### src/rtl/phma_div.sv
// Restoring divider, one quotient bit per cycle.
module phma_div #(
    parameter int DIVIDEND_W = 55,
    parameter int DIVISOR_W  = 7
) (
    input  logic                  clk,
    input  logic                  rst_n,
    input  logic                  start,
    input  logic [DIVIDEND_W-1:0] dividend,
    input  logic [DIVISOR_W-1:0]  divisor,
    output logic                  done,
    output logic [DIVIDEND_W-1:0] quotient
);
    localparam int STEP_W = $clog2(DIVIDEND_W + 1);

    logic [DIVIDEND_W-1:0] quo_reg;
    logic [DIVISOR_W-1:0]  rem_reg;
    logic [DIVISOR_W-1:0]  dvs_reg;
    logic [STEP_W-1:0]     step_reg;
    logic                  run_reg;
    logic                  done_reg;

    logic [DIVISOR_W:0]    shifted;
    logic [DIVISOR_W:0]    diff;
    logic                  fits;

    always_comb
    begin
        shifted = {rem_reg, quo_reg[DIVIDEND_W-1]};
        diff    = shifted - {1'b0, dvs_reg};
        fits    = (shifted >= {1'b0, dvs_reg});
    end

    always_ff @(posedge clk)
    begin
        if (start)
        begin
            quo_reg <= dividend;
            rem_reg <= '0;
            dvs_reg <= divisor;
        end
        else if (run_reg)
        begin
            quo_reg <= {quo_reg[DIVIDEND_W-2:0], fits};
            rem_reg <= fits ? diff[DIVISOR_W-1:0] : shifted[DIVISOR_W-1:0];
        end
    end

    always_ff @(posedge clk or negedge rst_n)
    begin
        if (!rst_n)
        begin
            step_reg <= '0;
            run_reg  <= 1'b0;
            done_reg <= 1'b0;
        end
        else
        begin
            done_reg <= 1'b0;
            if (start)
            begin
                step_reg <= STEP_W'(DIVIDEND_W);
                run_reg  <= 1'b1;
            end
            else if (run_reg)
            begin
                step_reg <= step_reg - 1'b1;
                if (step_reg == STEP_W'(1))
                begin
                    run_reg  <= 1'b0;
                    done_reg <= 1'b1;
                end
            end
        end
    end

    assign done     = done_reg;
    assign quotient = quo_reg;

endmodule

### config.mk
export PLATFORM = sky130hd
export DESIGN_NAME = phma_div
export DESIGN_NICKNAME = d
export VERILOG_FILES = /design/src/rtl/phma_div.sv
export SDC_FILE = /design/constraint.sdc
export NUM_CORES = 1
export LEC_CHECK = 0
export ABC_AREA = 1
export BUFFER_PORTS_ARGS = -buffer_cell sky130_fd_sc_hd__buf_2
export CAP_MARGIN = 15
export CORE_ASPECT_RATIO = 2
export CORE_MARGIN = 4
export CORE_UTILIZATION = 42
export DETAILED_ROUTE_END_ITERATION = 16
export PLACE_DENSITY = 0.65
export SKIP_CTS_REPAIR_TIMING = 1
export SLEW_MARGIN = 20
export SYNTH_ARGS = -nofsm -noshare
export SYNTH_HDL_FRONTEND = slang
export SYNTH_SLANG_ARGS = --single-unit
export TNS_END_PERCENT = 50
### constraint.sdc
create_clock -name clk -period 3.97 [get_ports clk]
set_input_delay 0.397 -clock clk [delete_from_list [all_inputs] [get_ports clk]]
set_output_delay 0.397 -clock clk [all_outputs]
set_load 0.05 [all_outputs]
==> flow_summary_export.csv <==
group,metric,value,unit
yosys,synthCells,399,
floorplanning,core_area,8350,sq um
final_layout,antennaDiodeCount,0,
floorplanning,pin_count,121,
hold_path,hold_class,"in -> reg",
worst_setup_path,required,3.75,ns
worst_setup_path,cp.arrival,2.25,ns
yosys,seq_area_frac_synth,60.4,%
sta,rsz0062_at_grt,"false",
final_layout,final_util,55.5,%
cts,clkLatencyLatePin,0.33,ns
run_status,status,"finished, final reports clean",
pwr,p_per_area,553,nW/um^2
cts,htree_levels,3,
sta,fmax,0.405,GHz
worst_setup_path,worstPathCellList,"nor2_1 -> clkinv_2",
sta,fin_setup_tns,0,ns
sta,slew_violations,0,
hold_path,min_to,"dvs_reg[2]",
run,cap_violations,0,
final_layout,final_common_cell,"nand2_1",
grt,grt_pass1_vias,3087,
yosys,synth-seq-cells,77,
hold_path,hp-start,"divisor[2]",
cts,clockBufferDepth,2,
cts,path_clk_slew,0.06,ns
final_layout,largest_register_ffs,55,
worst_setup_path,critPathMaxFanout,56,
drt,drtIter0Drc,128,
placement,hpwl,6530,um
floorplanning,rows,47,
sta,slew_headroom,37.2,%
sta,tightest_slew,0.941,ns
worst_setup_path,startpoint_type,"register",
placement,numPortBuffers,120,
final_layout,layout_common_cells,"nand2_1, buf_2, edfxtp_1",
drt,vias,3000,
cts,cts_inserted_buffers,9,
worst_setup_path,end_kind,"register",
worst_setup_path,rrSetupSlack,1.50,ns
grt,grt_max_degree,68,
worst_setup_path,cpPeakStageDelay,0.92,ns
final_layout,fillers,784,
floorplanning,die_w,73.9,um
drt,avgViaCountPerCell,4.82,
yosys,synth.distinct_cells,30,
final_layout,drive_gt1_share,28.8,%
pwr,p_leak,2.40,nW
drt,wl_per_cell,14.3,um
drt,drc,0,
yosys,syn_area_per_cell,9.14,sq um
cts,clock-root-buffer,"clkbuf_16",
sta,clock_skew,0.00310,ns
grt,grt_antenna_before_repair,0,
floorplanning,initial_core_util,43.7,%
yosys,yosys.area.top_type_share,51.0,%
yosys,ys_warn_count,0,
drt,wl,8900,um
yosys,synth_area_leaders,"edfxtp_1, nand2_1, dfrtp_1",
cts,cts_tree,"yes",
sta,finalHoldViolations,0,
placement,routabilityCongestion,0.889,
hold_path,worst_hold_path.num_cells,1,
yosys,synthesis.area,3650,sq um
sta,setup_viol_count_final,0,
sta,period_share,62.2,%
grt,grt_first_pass_wirelength,14100,um
worst_setup_path,startpoint,"run_reg",
worst_setup_path,path_class,"reg -> reg",
grt,track_usage,17.7,%
floorplanning,chipHeight,140,um
grt,grt_remaining_overflow,0,
yosys,yosys.area.top_type,"edfxtp_1",
worst_setup_path,crit_slowest_cell,"clkinv_2",
worst_setup_path,r2r_end,"quotient[17]",
drt,first_pass_iters,4,
yosys,syn_nets,474,
floorplanning,dieArea,10300,sq um
pwr,peakVddDrop,0.278,mV
sta,min_period,2.47,ns
worst_setup_path,worstReg2RegStart,"run_reg",
final_layout,syn_to_final_growth,27.1,%
cts,cts_sinks,77,
final_layout,layout.nets,594,
drt,ant_nets,0,
worst_setup_path,ff2ff_path_depth,2,
worst max-delay path by stage:
stage,to,slack [ns],cells past startpoint
2_1_floorplan,quotient[0],1.78,3
3_3_place_gp,quotient[0],1.77,5
3_5_place_dp,quotient[0],1.69,5
4_1_cts,quotient[17],1.91,2
5_1_grt,quotient[3],1.31,2
6_report,quotient[17],1.50,2
where the power goes:
group	internal, W	total (W)	leakage, nW	switching (W)
Sequential	0.000975	0.00103	0.815	0.0000596
Clock	0.000501	0.000811	0.140	0.000310
Combinational	0.000222	0.000718	1.45	0.000496
Total	0.00170	0.00256	2.40	0.000865
area by class of cell:
type                            instances  area [sq um]  share of cell area [%]
Clock buffer                           10           239                    5.16
Clock inverter                          6          62.6                    1.35
Inverter                               29           110                    2.38
Multi-Input combinational cell        280          1280                    27.6
Sequential cell                        77          2200                    47.5
Tap cell                               98           123                    2.65
Timing Repair Buffer                  122           618                    13.3
through the flow:
step	instance area (sq um)	worst slack (ns)	std cells	hold WS [ns]	power, W
3_3_place_gp	4320	1.77	605	0.246	0.00176
5_1_grt	4640	1.31	622	0.231	0.00269
3_5_place_dp	4320	1.69	605	0.249	0.00177
6_report	4640	1.50	622	0.245	0.00256
4_1_cts	4620	1.91	621	-0.105	0.00259
2_1_floorplan	3650	1.78	399	0.101	0.00159
kinds of logic after synthesis:
logic type                 Yosys count  synth area share, %
AOI/OAI and AO/OA                   14                 2.50
xor gates and xnor gates             2                0.480
adders and majority gates           10                 3.64
buffers and inverters               42                 4.53
DFF                                 77                 60.4
and+or+nand+nor                    254                 28.5
cell usage after synthesis, drive strengths merged:
master / n
a21oi: 4
nor3: 2
nand4: 2
nor2: 14
or2: 1
nand3: 18
dfrtp: 8
a21o: 1
o21ai: 7
xor2: 2
clkinv: 1
a31oi: 1
buf: 6
clkbuf: 7
nand2: 212
nand3b: 5
dfxtp: 7
fa: 1
inv: 28
ha: 9
a22oi: 1
edfxtp: 62
per-layer routing:
layer	GRT usage (%)	vias to the layer above	share of wire [%]
li1	-	1518	-
met5	0	-	0
met1	18.8	1364	37
met2	31.1	96	54
met3	4.48	22	6.5
met4	8.60	0	2.7
critical path, delay by kind of cell, from the launching register on:
kind | cells | cell delay, ns
buffers and inverters | 1 | 0.92
AND/OR/NAND/NOR | 1 | 0.53
flip-flops | 1 | 0.45
Note: power is estimated with default switching activity, not from simulation.
