**src/rtl/phma_pkg.sv**
```systemverilog
// Shared types, field widths and price constants for the price history averager.
package phma_pkg;

    localparam int PRICE_W     = 48;
    localparam int CHANGE_W    = 17;
    localparam int CHANGE_FRAC = 16;
    localparam int SYM_IN_W    = 3;
    localparam int PERIOD_W    = 16;

    localparam logic [CHANGE_W-1:0] CHANGE_ONE = 17'h10000;

    localparam logic MODE_RECORD = 1'b0;
    localparam logic MODE_QUERY  = 1'b1;

    // Prices in hundredths, converted to fixed point at elaboration
    localparam logic [63:0] HUND_SYM0  = 64'd4200000;
    localparam logic [63:0] HUND_SYM1  = 64'd270000;
    localparam logic [63:0] HUND_SYM2  = 64'd9500;
    localparam logic [63:0] HUND_SYM3  = 64'd48;
    localparam logic [63:0] HUND_SYM4  = 64'd95;
    localparam logic [63:0] HUND_ONE   = 64'd100;
    localparam logic [63:0] HUND_FLOOR = 64'd1;
    localparam logic [63:0] HUND_CAP0  = 64'd10000000;
    localparam logic [63:0] HUND_CAP1  = 64'd1000000;

    typedef struct packed {
        logic                mode;
        logic [CHANGE_W-1:0] change_a;
        logic [CHANGE_W-1:0] change_b;
        logic [CHANGE_W-1:0] change_c;
        logic [CHANGE_W-1:0] change_d;
        logic [CHANGE_W-1:0] change_e;
        logic [SYM_IN_W-1:0] which_symbol;
        logic [PERIOD_W-1:0] period_count;
    } phma_cmd_t;

    typedef struct packed {
        logic [PRICE_W-1:0] average_price;
        logic               bad_symbol;
    } phma_rsp_t;

    // Hundredths to fixed point, rounded half up; called with constants only
    function automatic logic [PRICE_W-1:0] from_hundredths(
        input logic [63:0] hundredths,
        input int          frac_bits
    );
        logic [63:0] scaled;
        scaled = (hundredths << frac_bits) + 64'd50;
        return PRICE_W'(scaled / 64'd100);
    endfunction

endpackage

```
**src/rtl/phma_price_store.sv**
```systemverilog
// Current price memory: one entry per symbol, reset values via written bits.
module phma_price_store #(
    parameter int SYMBOL_COUNT  = 5,
    parameter int FRACTION_BITS = 16,
    localparam int ADDR_W = (SYMBOL_COUNT > 1) ? $clog2(SYMBOL_COUNT) : 1
) (
    input  logic                        clk,
    input  logic                        rst_n,
    input  logic                        rd_en,
    input  logic [ADDR_W-1:0]           rd_addr,
    output logic [phma_pkg::PRICE_W-1:0] rd_data,
    input  logic                        wr_en,
    input  logic [ADDR_W-1:0]           wr_addr,
    input  logic [phma_pkg::PRICE_W-1:0] wr_data
);
    import phma_pkg::*;

    localparam int DEPTH = 2 ** ADDR_W;

    localparam logic [PRICE_W-1:0] RESET_TABLE [8] = '{
        from_hundredths(HUND_SYM0, FRACTION_BITS),
        from_hundredths(HUND_SYM1, FRACTION_BITS),
        from_hundredths(HUND_SYM2, FRACTION_BITS),
        from_hundredths(HUND_SYM3, FRACTION_BITS),
        from_hundredths(HUND_SYM4, FRACTION_BITS),
        from_hundredths(HUND_ONE, FRACTION_BITS),
        from_hundredths(HUND_ONE, FRACTION_BITS),
        from_hundredths(HUND_ONE, FRACTION_BITS)
    };

    logic [PRICE_W-1:0] mem [DEPTH];
    logic [PRICE_W-1:0] data_reg;
    logic [DEPTH-1:0]   written_reg;
    logic               hit_reg;
    logic [ADDR_W-1:0]  addr_reg;

    always_ff @(posedge clk)
    begin
        if (wr_en)
        begin
            mem[wr_addr] <= wr_data;
        end
        if (rd_en)
        begin
            data_reg <= mem[rd_addr];
            addr_reg <= rd_addr;
        end
    end

    always_ff @(posedge clk or negedge rst_n)
    begin
        if (!rst_n)
        begin
            written_reg <= '0;
            hit_reg     <= 1'b0;
        end
        else
        begin
            if (wr_en)
            begin
                written_reg[wr_addr] <= 1'b1;
            end
            if (rd_en)
            begin
                hit_reg <= written_reg[rd_addr];
            end
        end
    end

    // never-written entry reads as its reset price
    assign rd_data = hit_reg ? data_reg : RESET_TABLE[3'(addr_reg)];

endmodule

```
**config.mk**
```make
export PLATFORM = sky130hd
export DESIGN_NAME = phma_price_store
export DESIGN_NICKNAME = d
export VERILOG_FILES = /design/src/rtl/phma_pkg.sv /design/src/rtl/phma_price_store.sv
export SDC_FILE = /design/constraint.sdc
export NUM_CORES = 1
export LEC_CHECK = 0
export BUFFER_PORTS_ARGS = -buffer_cell sky130_fd_sc_hd__buf_2
export CAP_MARGIN = 20
export CELL_PAD_IN_SITES_DETAIL_PLACEMENT = 1
export CELL_PAD_IN_SITES_GLOBAL_PLACEMENT = 1
export CORE_ASPECT_RATIO = 2
export CORE_MARGIN = 2
export CORE_UTILIZATION = 30
export DETAILED_ROUTE_END_ITERATION = 7
export GPL_ROUTABILITY_DRIVEN = 0
export GPL_TIMING_DRIVEN = 0
export PLACE_DENSITY_LB_ADDON = 0.1
export SETUP_SLACK_MARGIN = 0.2
export SYNTH_ARGS = -nofsm -noshare
export SYNTH_HDL_FRONTEND = slang
export SYNTH_SLANG_ARGS = --single-unit
```
**constraint.sdc**
```tcl
create_clock -name clk -period 3.95 [get_ports clk]
set_input_delay 0.395 -clock clk [delete_from_list [all_inputs] [get_ports clk]]
set_output_delay 0.395 -clock clk [all_outputs]
set_load 0.01 [all_outputs]
```
==> summary.txt, run 1 <==
Finish
  – Share of layout cells above drive strength 1: 28.9%
  – # nets final: 950
  – Fillcell total: 5483
  – Antenna diodes: 0
  – Final instance area: ~21000 sq um
  – Area delta synth->final: 19.4%
  – Layout Cells excl Fill: 1671
  – Max reg flops: approximately 380

Worst setup path
  – Setup crit start kind: flop
  – Buf/Inv on CP: 2
  – Kind of critical path: flop to primary output
  – Critical Path End Type: primary output
  – CP max-delay cell: a21oi_1
  – Worst EP required: between 3 and 4 ns
  – Crit-path max FO: 6
  – Delay-heaviest family, CP: compound AO/OA/AOI/OAI gates
  – CP peak stage delay: around 0.74 ns
  – Arrival time at the worst endpoint: ~2.6 ns
  – Ordered list of cells on the worst path: inv_1 -> ha_1 -> nand2_1 -> a21oi_1 -> a21o_1 -> buf_2

STA
  – Setup violators final: 0
  – Final worst setup slack: approximately 1 ns
  – Final hold vios: 0
  – Tcrit/Tclk final: between 70% and 80%
  – Worst-margin pin slew: roughly 0.95 ns
  – Minimum clock period: between 2 and 3 ns
  – Slew Limit Headroom: between 30 and 40%
  – Final Skew: between 0.015 and 0.02 ns
  – Fmax: between 300 and 400 MHz
  – RSZ-0062 raised after global routing: false
  – Final max-slew violation count: 0

Drt
  – DRC viols: 0
  – Antenna-violating nets left: 0
  – Initial DRC count: 397
  – Wire per inst: around 26 um
  – Post-Route WL: 43900 um
  – DR vias/cell: roughly 4.7
  – Via count: between 7000 and 8000
  – TritonRoute pass-1 iters: 4

Yosys
  – Post-synthesis adder-cell area fraction: 0.363%
  – Syn Area/Cell: roughly 24 sq um
  – Flops & latches, synth: 444
  – Largest family of logic cells by synthesized area: multiplexers
  – Post-synth EDFFs: 435
  – Mapped Cells: 717
  – Synth warn: 0
  – Area share of the largest cell type after synthesis: between 70% and 80%
  – Commonest cells post-synth: 435 x edfxtp_1, 96 x mux4_1, 48 x mux2_2
  – Simple-gate share of the synthesized area: under 10%
  – Area leader, netlist: edfxtp_1
  – Synth Net Count: slightly below 800
  – Unique masters post-synth: 24
  – Asr flop ratio synth: 2.03%
  – Synth Area in Compound Gates: 1.01%
  – Register area share after synthesis: ~77%
  – Netlist Area Pre-Place: roughly 17000 sq um
  – Top cells by area, synth: edfxtp_1 76%, mux4_1 15%, mux2_2 3.1%
  – Post-synthesis mux area share: a little under a fifth
  – XOR/XNOR Fraction of Synth Area: 0%
  – Count leader, synth: edfxtp_1
  – Prevailing post-synth register cell: edfxtp_1

Global route
  – GRT overflow: 0
  – Largest net degree at the start of global routing: 47
  – Gr usage total: ~15%
  – First-pass GRT wire length: ~63000 um
  – Vias in the first global route: about 9000
  – Initial antenna violation count: 3

CTS
  – Post-CTS setup buffers: 0
  – CTS resizes: 0
  – Worst-skew pair later-pin latency: between 0.5 and 0.6 ns
  – H-tree Lvls: 2
  – CTS buffer count: about 40
  – Root Buffer Master: clkbuf_16
  – Clock buffer depth: 3
  – Cts hold-fix bufs: 1
  – Clock slew at reported path FFs: about 0.060 ns
  – Clk sinks: 444
  – CTS tree: built

Floorplan
  – Ports: ~110
  – Cell Rows: approximately 120
  – Core ar.: 56900 sq um
  – Die Y: about 340 um
  – Die ar.: 59400 sq um
  – Die Span X: between 150 and 200 um
  – Initial Util: a little under a third

Power and ir drop
  – Clock power frac: 38.9%
  – Power Dens Cells: between 400 and 500 nW/um^2
  – P_int: slightly below 8000 uW
  – Switch Pwr: around 2100 uW
  – Switching Fraction: 21.3%
  – Seq pwr share: a little over half
  – VDD IR max: about 0.25 mV
  – Comb pwr share: 7.0%
  – Pleak: roughly 0.007 uW

Outcome
  – Status: completed

Place
  – Placement Cell Area: approximately 19000 sq um
  – Pre-CTS WS: 1.42 ns
  – DP HPWL: around 28000 um
  – Dpl cells: around 1600
  – Port buffer count: between 100 and 150

Job
  – Max Cap Viol: 0

Hold path
  – Min-Delay Path Class: input port to flop
==> logic make-up (layout without fill, tap and decap cells) <==
group / Yosys count / in the layout
AO/OA/AOI/OAI: 22 / 22
multiplexers: 151 / 151
flip-flops: 444 / 444
AND/OR/NAND/NOR: 58 / 58
adder cells (fa/ha/maj): 5 / 5
buffers and inverters: 37 / 235
==> cell usage in the layout, fill, tap and decap left out, types with 4 or more instances in the layout <==
master and count:
a21o_1 9, a22o_1 11, and2_1 23, buf_12 6
buf_16 13, buf_2 110, buf_6 10, clkbuf_1 24
clkbuf_16 43, clkinv_1 7, clkinv_2 8, dfrtp_1 9
edfxtp_1 435, ha_1 5, mux2_2 48, mux2i_1 6
mux4_1 96, nand2_1 12, nand2b_1 4, nor2_4 6
or2_2 8
==> metrics by stage <==
stage,hold WS [ns],total power [uW],utilization [%],setup TNS [ns]
CTS,0.0681,10200,36.1,0
floorplan,0.0994,5870,-,0
finish,0.0952,10000,36.1,0
global placement,0.253,6180,32.8,-777.66
global route,0.0772,10400,36.1,0
detailed placement,0.259,6240,33.8,0
==> worst register-to-register path, stage by stage (launching register included) <==
cell      delay (ns)
edfxtp_1        0.38
mux4_1          0.53
mux2_2          0.29
==> worst paths after layout <==
path                                start        endpoint  slack [ns]  cells after the start
setup / recovery              addr_reg[0]      rd_data[0]         1.0                      6
hold / removal                 rd_addr[1]     addr_reg[1]         0.1                      1
setup reg to reg               mem[5][14]    data_reg[14]        2.51                      2
hold reg to reg            written_reg[6]  written_reg[6]        0.48                      1
max in group asynchronous           rst_n         hit_reg        3.49                      2
min in group asynchronous           rst_n  written_reg[3]        0.27                      2
==> area by class of cell <==
class | count | area, sq um | share of cell area (%)
Clock inverter | 19 | 165 | 0.803
Buffer | 34 | 221 | 1.08
Tap cell | 756 | 946 | 4.60
Timing Repair Buffer | 127 | 1050 | 5.09
Inverter | 3 | 11.3 | 0.0548
Sequential cell | 444 | 13300 | 64.6
Multi-Input combinational cell | 236 | 3760 | 18.3
Clock buffer | 52 | 1120 | 5.45
==> power groups by stage <==
stage / registers, uW / clock network (uW) / logic (uW)
floorplan: 5500 / 0 / 365
global placement: 5520 / 0 / 659
detailed placement: 5520 / 0 / 722
CTS: 5420 / 4020 / 725
global route: 5430 / 4170 / 761
finish: 5420 / 3900 / 701
==> metal layers <==
| metal | GRT usage [%] | up-vias | wire length (um) |
|---|---|---|---|
| met3 | 2.63 | 62 | 1710 |
| met5 | 0 | - | 25 |
| met2 | 26.7 | 174 | 22900 |
| li1 | - | 3412 | - |
| met4 | 5.40 | 4 | 1310 |
| met1 | 18.1 | 4284 | 18000 |
(Power assumes the default switching activity.)
==> inputs of run 2 (changes only) <==
- clock period: 3.95 -> 2.9 ns (I/O delays scaled with it)
==> summary.txt, run 2 (synthesized netlist as in run 1, its figures left out) <==
Outcome
  – Status: completed

STA
  – Final Skew: 0.0142 ns (-0.00116 ns)
  – Final worst setup slack: 0.336 ns (-0.664 ns)
  – Slew Limit Headroom: 39.9% (+3.0 points)
  – Minimum clock period: ~2.6 ns
  – Final max-slew violation count: 0 (unchanged)
  – Tcrit/Tclk final: about 88%
  – Fmax: just under 400 MHz
  – Setup TNS: 0 ns (unchanged)
  – Setup violators final: 0 (unchanged)
  – Worst-margin pin slew: 0.902 ns (-0.0457 ns)
  – Final hold vios: 0 (unchanged)
  – RSZ-0062 raised after global routing: false

Floorplan
  – Die Span X: 173 um (unchanged)
  – Ports: 106 (unchanged)
  – Die ar.: 59400 sq um (unchanged)
  – Initial Util: 30.2% (unchanged)
  – Cell Rows: 124 (unchanged)
  – Die Y: 343 um (unchanged)
  – Core ar.: 56900 sq um (unchanged)

Power and ir drop
  – VDD IR max: 0.289 mV (+14%)
  – Pleak: 0.00725 uW (+3.7%)
  – Power Dens Cells: 670 nW/um^2 (+38%)

Global route
  – GRT overflow: 0 (unchanged)
  – Largest net degree at the start of global routing: 45 (-4.3%)
  – First-pass GRT wire length: 62900 um (-0.77%)
  – Initial antenna violation count: 2 (-1)
  – Gr usage total: 14.8% (-0.18 points)
  – Vias in the first global route: 9026 (+0.49%)

CTS
  – Worst-skew pair later-pin latency: 0.55 ns (about the same)
  – CTS tree: built
  – H-tree Lvls: 2 (unchanged)
  – Clock slew at reported path FFs: 0.07 ns (about the same)
  – Clock buffer depth: 3 (unchanged)
  – Clk sinks: 444 (unchanged)
  – Post-CTS setup buffers: 0 (unchanged)
  – CTS buffer count: 41 (unchanged)
  – Root Buffer Master: clkbuf_16

Finish
  – Share of layout cells above drive strength 1: 28.7% (-0.18 points)
  – # nets final: 996 (+4.8%)
  – Most frequent cells in the layout: 435 x edfxtp_1, 110 x buf_2, 96 x mux4_1
  – Most common cell after layout, fill and taps aside: edfxtp_1
  – Area delta synth->final: 23.1%
  – Max reg flops: 384 (unchanged)
  – Final instance area: 21200 sq um (+3.1%)
  – Layout Cells excl Fill: 1723 (+3.1%)

Worst setup path
  – Arrival time at the worst endpoint: 2.27 ns (-0.29 ns)
  – CP peak stage delay: 0.47 ns (-0.27 ns)
  – Setup crit start kind: flop
  – CP max-delay cell: a21oi_2
  – Delay-heaviest family, CP: compound AO/OA/AOI/OAI gates
  – Critical Path End Type: primary output
  – Ordered list of cells on the worst path: inv_1 -> ha_1 -> nand2_1 -> a21oi_2 -> a21o_1 -> buf_2
  – Crit-path max FO: 6 (unchanged)
  – Worst EP required: 2.61 ns (-0.95 ns)
  – Buf/Inv on CP: 2 (unchanged)
  – Kind of critical path: flop to primary output

Place
  – DP HPWL: 27400 um (-1.7%)
  – Placement Cell Area: 19300 sq um (about the same)
  – Pre-CTS WS: 0.462 ns (-0.962 ns)
  – Port buffer count: 105 (unchanged)
  – Dpl cells: 1599 (unchanged)

Drt
  – Wire per inst: 25.2 um (-4.0%)
  – DRC viols: 0 (unchanged)
  – TritonRoute pass-1 iters: 4 (unchanged)
  – DR vias/cell: 4.66 (-2.0%)
  – Post-Route WL: 43500 um (-1.0%)
  – Initial DRC count: 588 (+48%)
  – Via count: 8021 (+1.1%)
  – Antenna-violating nets left: 0 (unchanged)

Job
  – Max Cap Viol: 0 (unchanged)

Hold path
  – Min-Delay Path Class: input port to flop
## run 2: cell types whose count changed in the layout (fill, tap and decap cells not counted), moves of 3 or more
cell | previous run | this run
clkinvlp_4 | 0 | 5
bufinv_16 | 3 | 8
buf_12 | 6 | 10
dlygate4sd3_1 | 1 | 47
clkbuf_2 | 0 | 3
clkbuf_1 | 24 | 16
## run 2: metrics by stage
stage          util (%)  total power, uW  hold slack, ns
2_1_floorplan         -             7990        -0.00559
3_5_place_dp       33.8             8500           0.159
6_report           37.2            14200          0.0295
3_3_place_gp       32.9             8410           0.146
5_1_grt            37.2            14700          0.0364
4_1_cts            37.2            14400         0.00118
## run 2: routing by layer
layer | vias up | track usage (%) | routed length, um
met5 | - | 0 | 13
met2 | 160 | 27.2 | 23000
met4 | 2 | 4.15 | 865
met3 | 51 | 2.09 | 1380
li1 | 3524 | - | -
met1 | 4284 | 18.0 | 18200
## run 2: final timing paths
| kind | start | end | slack, ns | cells past startpoint |
|---|---|---|---|---|
| setup / recovery | addr_reg[0] | rd_data[0] | 0.34 | 6 |
| hold / removal | wr_data[43] | mem[6][43] | 0.03 | 1 |
| setup reg to reg | mem[5][19] | data_reg[19] | 1.45 | 2 |
| hold reg to reg | written_reg[4] | written_reg[4] | 0.47 | 1 |
| max in group asynchronous | rst_n | hit_reg | 2.53 | 2 |
| min in group asynchronous | rst_n | written_reg[6] | 0.18 | 2 |
## run 2: final cells by class
| type | instances | area (sq um) |
|---|---|---|
| antenna | 1 | 2.50 |
| buffer | 34 | 225 |
| clock buffer | 46 | 1090 |
| clock inverter | 30 | 364 |
| fill | 5482 | 35800 |
| inverter | 3 | 11.3 |
| multi-input combinational | 236 | 3760 |
| sequential | 444 | 13300 |
| tap | 756 | 946 |
| timing repair buffer | 173 | 1500 |
## run 2: report_power, final
group / leakage, uW / internal [uW] / total, uW / switching (uW)
Sequential: 0.00407 / 7310 / 7380 / 62.1
Clock: 0.000696 / 3430 / 5830 / 2400
Combinational: 0.00248 / 462 / 1000 / 541
Total: 0.00725 / 11200 / 14200 / 3000
## run 2: timing repair
item / in CTS / in global routing
hold buffers: 47 / 0
setup endpoints to repair: 9 / 1
resized for setup: 3 / 2
endpoints found under the hold margin: 352 / 0
==> inputs of run 3 (changes only) <==
- CELL_PAD_IN_SITES_DETAIL_PLACEMENT: 1 -> 2
- CELL_PAD_IN_SITES_GLOBAL_PLACEMENT: 1 -> 2
- CORE_UTILIZATION: 30 -> 48
==> summary.txt, run 3 (synthesized netlist as in run 1, its figures left out) <==
Finish
  – Core Util, Final: 56.9% (+20 points)
  – Most frequent cells in the layout: 435 x edfxtp_1, 110 x buf_2, 96 x mux4_1
  – Final instance area: 20200 sq um (-4.6%)
  – # nets final: 959 (-3.7%)
  – Share of layout cells above drive strength 1: 28.5% (-0.21 points)
  – Most common cell after layout, fill and taps aside: edfxtp_1
  – Area delta synth->final: 17.5%
  – Layout Cells excl Fill: 1376 (-20%)
  – Max reg flops: 384 (unchanged)

Global route
  – Vias in the first global route: 9173 (+1.6%)
  – Gr usage total: 25.5% (+11 points)
  – First-pass GRT wire length: 65700 um (+4.4%)
  – Initial antenna violation count: 4 (+2)
  – GRT overflow: 0 (unchanged)
  – Largest net degree at the start of global routing: 48 (+6.7%)

Floorplan
  – Initial Util: 48.4% (+18 points)
  – Die Y: 272 um (-21%)
  – Die Span X: 138 um (-20%)
  – Cell Rows: 98 (-21%)
  – Ports: 106 (unchanged)
  – Die ar.: 37500 sq um (-37%)
  – Core ar.: 35600 sq um (-38%)

Worst setup path
  – Arrival time at the worst endpoint: 2.31 ns (+0.04 ns)
  – Critical Path End Type: primary output
  – RR Endpoint: data_reg[28]
  – CP max-delay cell: a21oi_2
  – CP peak stage delay: 0.53 ns (+0.06 ns)
  – Ordered list of cells on the worst path: inv_1 -> ha_1 -> nand2_1 -> a21oi_2 -> a21o_1 -> buf_2
  – Reg2reg setup slack: 1.17 ns (-0.28 ns)
  – R2R depth: 2 (unchanged)
  – R2r startpoint: mem[1][28]
  – Worst EP required: 2.61 ns (about the same)
  – Setup crit start kind: flop
  – Buf/Inv on CP: 2 (unchanged)
  – Kind of critical path: flop to primary output
  – Delay-heaviest family, CP: compound AO/OA/AOI/OAI gates
  – Crit-path max FO: 6 (unchanged)

Drt
  – TritonRoute pass-1 iters: 5 (+1)
  – Initial DRC count: 616 (+4.8%)
  – Antenna-violating nets left: 0 (unchanged)
  – Wire per inst: 33.1 um (+31%)
  – Post-Route WL: 45600 um (+4.8%)
  – DRC viols: 0 (unchanged)
  – Via count: 8057 (+0.45%)
  – DR vias/cell: 5.86 (+26%)

CTS
  – Post-CTS setup buffers: 0 (unchanged)
  – H-tree Lvls: 2 (unchanged)
  – Clock slew at reported path FFs: 0.07 ns (about the same)
  – CTS tree: built
  – Clk sinks: 444 (unchanged)
  – Clock buffer depth: 3 (unchanged)
  – CTS buffer count: 39 (-4.9%)
  – Root Buffer Master: clkbuf_16
  – Worst-skew pair later-pin latency: 0.57 ns (+0.02 ns)

Place
  – Dpl cells: 1291 (-19%)
  – Port buffer count: 105 (unchanged)
  – Placement Cell Area: 18800 sq um (-2.4%)
  – DP HPWL: 28500 um (+4.0%)
  – Pre-CTS WS: 0.377 ns (-0.0853 ns)

STA
  – Fmax: 384 MHz (-1.5%)
  – Setup violators final: 0 (unchanged)
  – Final Skew: 0.0320 ns (+0.0177 ns)
  – RSZ-0062 raised after global routing: true
  – Final worst setup slack: 0.297 ns (-0.0383 ns)
  – Final hold vios: 0 (unchanged)
  – Slew Limit Headroom: 37.1% (-2.7 points)
  – Final max-slew violation count: 0 (unchanged)
  – Tcrit/Tclk final: 89.7% (+1.3 points)
  – Minimum clock period: 2.60 ns (+0.0383 ns)
  – Worst-margin pin slew: 0.940 ns (+0.0379 ns)

Power and ir drop
  – VDD IR max: 0.477 mV (+65%)
  – Power Dens Cells: 674 nW/um^2 (+0.50%)
  – Pleak: 0.00700 uW (-3.4%)
  – Final Total Pwr: 13600 uW (-4.1%)

Hold path
  – Worst Hold Depth: 1 (unchanged)
  – Min-Delay Path Class: input port to flop
  – HP Start: wr_data[24]
  – WHS Endpoint: mem[5][24]

Outcome
  – Status: completed

Job
  – Max Cap Viol: 0 (unchanged)
==> run 3: cell count changes in the layout (fill, tap and decap cells not counted), moves of 2 or more <==
cell           delta
clkinv_1          +3
clkbuf_16         -2
dlygate4sd3_1    -34
clkinvlp_4        -5
clkbuf_1          +4
buf_16            -3
bufinv_16         -4
==> run 3: timing repair <==
action                                  in CTS  in global routing
hold buffers                                13                  0
endpoints found under the setup margin      10                  7
resized for setup                            2                  5
endpoints found under the hold margin       70                  0
==> run 3: report_power, final <==
group	switching (uW)	total (uW)	internal, uW
Combinational	543	973	429
Sequential	81.3	7400	7320
Clock	2320	5260	2930
==> run 3: per-layer routing <==
metal  routed length (um)  GRT usage [%]
met4                 1160           7.63
met5                   13              0
met2                25500           46.5
met3                 1620           3.44
met1                17300           31.0
==> run 3: how the worst max path moves through the flow <==
stage                startpoint              to  depth (start not counted)
finish              addr_reg[0]      rd_data[0]                          6
global route        addr_reg[0]      rd_data[0]                          6
CTS                     hit_reg     rd_data[31]                          4
detailed placement   wr_addr[0]      mem[0][43]                          6
global placement     wr_addr[2]  written_reg[2]                          4
floorplan            wr_addr[0]       mem[2][0]                          2
==> run 3: cell type report <==
| cell class | instances | area [sq um] |
|---|---|---|
| diodes | 2 | 5.00 |
| plain buffers | 34 | 225 |
| fillers | 2899 | 15300 |
| clock buffers | 48 | 1050 |
| clock inverters | 21 | 195 |
| flip-flops and latches | 444 | 13300 |
| repair buffers | 138 | 1110 |
| well taps | 450 | 563 |
| inverters | 3 | 11.3 |
| multi-input cells | 236 | 3770 |
==> run 3: per-stage QoR <==
stage | hold WS [ns] | setup TNS (ns)
finish | 0.0132 | 0
global placement | 0.136 | -650.41
floorplan | -0.00559 | -11.09
CTS | 0.000348 | 0
global route | 0.0170 | 0
detailed placement | 0.160 | 0
